===== config.mk =====
export PLATFORM = sky130hd
export DESIGN_NAME = fpe_ram
export DESIGN_NICKNAME = d
export VERILOG_FILES = /design/src/fpe_ram.sv
export SDC_FILE = /design/constraint.sdc
export NUM_CORES = 1
export LEC_CHECK = 0
export BUFFER_PORTS_ARGS = -buffer_cell sky130_fd_sc_hd__buf_2
export CORE_MARGIN = 2
export CORE_UTILIZATION = 45
export CTS_CLUSTER_SIZE = 28
export DETAILED_ROUTE_END_ITERATION = 10
export HOLD_SLACK_MARGIN = 0.05
export PLACE_DENSITY = 0.71
export SLEW_MARGIN = 10
export SYNTH_ARGS = -nofsm -noshare
export SYNTH_HDL_FRONTEND = slang
export SYNTH_SLANG_ARGS = --single-unit
export TNS_END_PERCENT = 1

===== constraint.sdc =====
create_clock -name clock -period 14.2 [get_ports clock]
set_clock_uncertainty 0.05 [all_clocks]
set_input_delay 2.84 -clock clock [delete_from_list [all_inputs] [get_ports clock]]
set_output_delay 2.84 -clock clock [all_outputs]
set_load 0.1 [all_outputs]

===== src/fpe_ram.sv =====
// ----------------------------------------------------------------------------
// fpe_ram
// generic single write port, single read port ram with registered read data
// ----------------------------------------------------------------------------
module fpe_ram #(
   parameter int WIDTH = 128,
   parameter int DEPTH = 4
) (
   input  logic                     clock,
   input  logic                     we,
   input  logic [$clog2(DEPTH)-1:0] waddr,
   input  logic [WIDTH-1:0]         wdata,
   input  logic [$clog2(DEPTH)-1:0] raddr,
   output logic [WIDTH-1:0]         rdata
);

   logic [WIDTH-1:0] mem_ff [DEPTH];
   logic [WIDTH-1:0] rdata_ff;

   // write and registered read
   always_ff @(posedge clock) begin
      if (we) begin
         mem_ff[waddr] <= wdata;
      end
      rdata_ff <= mem_ff[raddr];
   end

   assign rdata = rdata_ff;

endmodule

==> flow_metrics.tcl <==
set metrics [dict create \
    cts.clk_slew.worst_paths_ps 60 \
    n_fill_cell 3521 \
    cp.arrival_ps 5180 \
    nets 1246 \
    period_share_pct 33.73 \
    max-vdd-ir-drop_v 0.0001210 \
    hp-start "mem_ff[0][25]$_DFFE_PP_" \
    synth-adder-area-share_pct 0 \
    synth_cell_type_count 10 \
    switchingPower_uw 1058 \
    r2r-end "rdata[111]$_DFF_P_" \
    hold_violations 0 \
    grt_usage_pct 16.09 \
    p_int_uw 3309 \
    hpwl_um 21730 \
    synth_xor_xnor_area_share_pct 0 \
    synth_nets 934 \
    worst_pin_slew_ps 1055 \
    critPathLaunchType "input pin" \
    grt_pass1_vias 9786 \
    rsz0062_at_grt "false" \
    ys_warn_count 0 \
    dr.pass1.iters 4 \
    drive_gt1_share_pct 43.24 \
    cp_max_fo 84 \
    clk_path_buf_depth 3 \
    clock_sinks 640 \
    die_area_um2 48790 \
    slowest_stage "buf_4" \
    synthSimpleGateAreaFrac_pct 0.1478 \
    io_pins 262 \
    drc 0 \
    cts_tree "yes" \
    antenna_found_initial 9 \
    grt_pass1_wl_um 58860 \
    cts_buffers 66 \
    end_kind "register" \
    hold_buffers 0 \
    cts_setup_buffers 0 \
    register_area_um2 17940 \
    r2r-start "mem_ff[3][111]$_DFFE_PP_" \
    power.clock.fraction_pct 40.1 \
    ctsResizeCount 0 \
    hp-class "register to register" \
    wl_um 38690 \
    worstPathRequired_ps 14590 \
    ys_ff_latch 640 \
    finalNonFillerCells 1771 \
    ctsHtreeMaxLevel 3 \
    synth_top_family_by_area "multiplexers" \
    die_w_um 220.9 \
    place.gp.congestion 0.6899 \
    place_ws_ps 8708 \
    switching_share_pct 24.23 \
    reg2reg_depth 1 \
    cpPeakStageDelay_ps 860 \
    fmax_mhz 208.8 \
    worst-setup-path-type "input pin to register" \
    wire_per_inst_um 21.85 \
    initial_utilization_pct 45.56 \
    syn-cell-area_um2 21170 \
    synth_compound_area_share_pct 0 \
    placed_cells 1651 \
    combPwrFrac_pct 10.2 \
    syn_inst 800 \
    clk_latency_ps 580 \
    pwr_density_cell_nw_per_um2 172.7 \
    postRouteAntennaNets 0 \
    clk_root_buffer_cell "clkbuf_16" \
    area_growth_pct 19.48 \
    viasPerCell 5.107 \
    via_count 9045 \
    synthMuxAreaShare_pct 13.62 \
    holdPathStages 1 \
    setup_slack_ps 9410 \
    status "finished, final reports clean" \
    io_buffers 261 \
    r2r_slack_ps 13150 \
    hold_end "rdata[25]$_DFF_P_" \
    fin_setup_tns_ps 0 \
    placementRows 79 \
    finalSetupViolCount 0 \
    ys_seq_area_share_pct 84.75 \
    crit_chain "buf_8 > buf_4 > mux4_2" \
    grt_max_degree 85 \
    leakage_uw 0.008803 \
    slew_headroom_pct 29.65 \
    coreArea_um2 46460 \
    global_route.overflow_total 0 \
    fp.dieH_um 220.9 \
    synth.avg_cell_area_um2 26.46 \
    seq_power_share_pct 49.7 \
    slew_viol_final 0 \
    min_period_ps 4790 \
    drv_cap 0 \
    drt_iter0_markers 570 \
    multi_input_area_um2 2932 \
]
[per-stage QoR]
stage	util (%)	hold slack, ps	power (uW)	instance area, um2
final	54.43	498.4	4367	25290
after global routing	54.42	506.2	4515	25280
after CTS	54.42	499.4	4421	25280
after floorplan	-	482.2	2565	21170
after global placement	49.58	482.9	2653	23030
after detailed placement	49.58	489.6	2663	23030
[registers in the layout, summed over array words and instances (netlist names)]
name / count
mem_ff: 512
rdata: 128
[cell usage after synthesis]
cell type  count  area share, %
buf_2         13           0.31
buf_12        10           0.95
and3b_1        2          0.083
dfxtp_1      128             12
and3_1         1          0.030
mux4_2       128             14
buf_6          4           0.21
edfxtp_1     512             73
nor3b_1        1          0.035
clkbuf_1       1          0.018
[placed cells by master (no fill, tap or decap)]
master,count
edfxtp_1,512
buf_2,259
mux4_2,128
dfxtp_1,128
clkbuf_16,73
clkbuf_1,17
buf_4,11
clkinv_2,7
bufinv_16,6
clkbuf_8,6
diode_2,3
clkinv_4,3
and3b_4,2
inv_6,2
clkinv_1,2
and3_4,1
nor3b_2,1
clkinvlp_4,1
buf_8,1
buf_6,1
[per-layer routing]
| metal | routed length (um) | up-vias | global-route usage (%) |
|---|---|---|---|
| met2 | 19000 | 260 | 25.77 |
| li1 | - | 3978 | - |
| met5 | 59 | - | 0 |
| met3 | 2672 | 50 | 4.860 |
| met4 | 565 | 10 | 5.044 |
| met1 | 16390 | 4747 | 21.35 |
[worst max-delay path by stage]
stage,start,to,slack (ps),cells past startpoint
after floorplan,waddr[1],mem_ff[0][0]$_DFFE_PP_,1210,1
after global placement,raddr[0],rdata[58]$_DFF_P_,8750,3
after detailed placement,raddr[0],rdata[33]$_DFF_P_,8710,3
after CTS,raddr[0],rdata[11]$_DFF_P_,9330,3
after global routing,raddr[0],rdata[11]$_DFF_P_,9140,3
final,raddr[0],rdata[55]$_DFF_P_,9410,3
[kinds of logic after synthesis]
group / Yosys count
flip-flops: 640
multiplexers: 128
AND/OR/NAND/NOR: 4
buffers and inverters: 28
[final cells by class]
| class | instances | share of cell area, % |
|---|---|---|
| diodes | 3 | 0.02969 |
| clock buffers | 96 | 7.803 |
| clock inverters | 21 | 1.084 |
| multi-input cells | 132 | 11.59 |
| flip-flops and latches | 640 | 70.93 |
| well taps | 607 | 3.003 |
| repair buffers | 272 | 5.556 |
[power by group through the flow]
stage                     Combinational (uW)  Clock (uW)  Sequential [uW]
after floorplan                         95.2           0             2470
after global placement                   448           0             2200
after detailed placement                 453           0             2210
after CTS                                454        1800             2170
after global routing                     465        1870             2180
final                                    447        1750             2170
[worst max-delay path, delay by kind of cell]
family / cells / cell delay (ps)
muxes: 1 / 600
buffers and inverters: 2 / 1530
No activity file was read; power rests on OpenSTA's default activity.
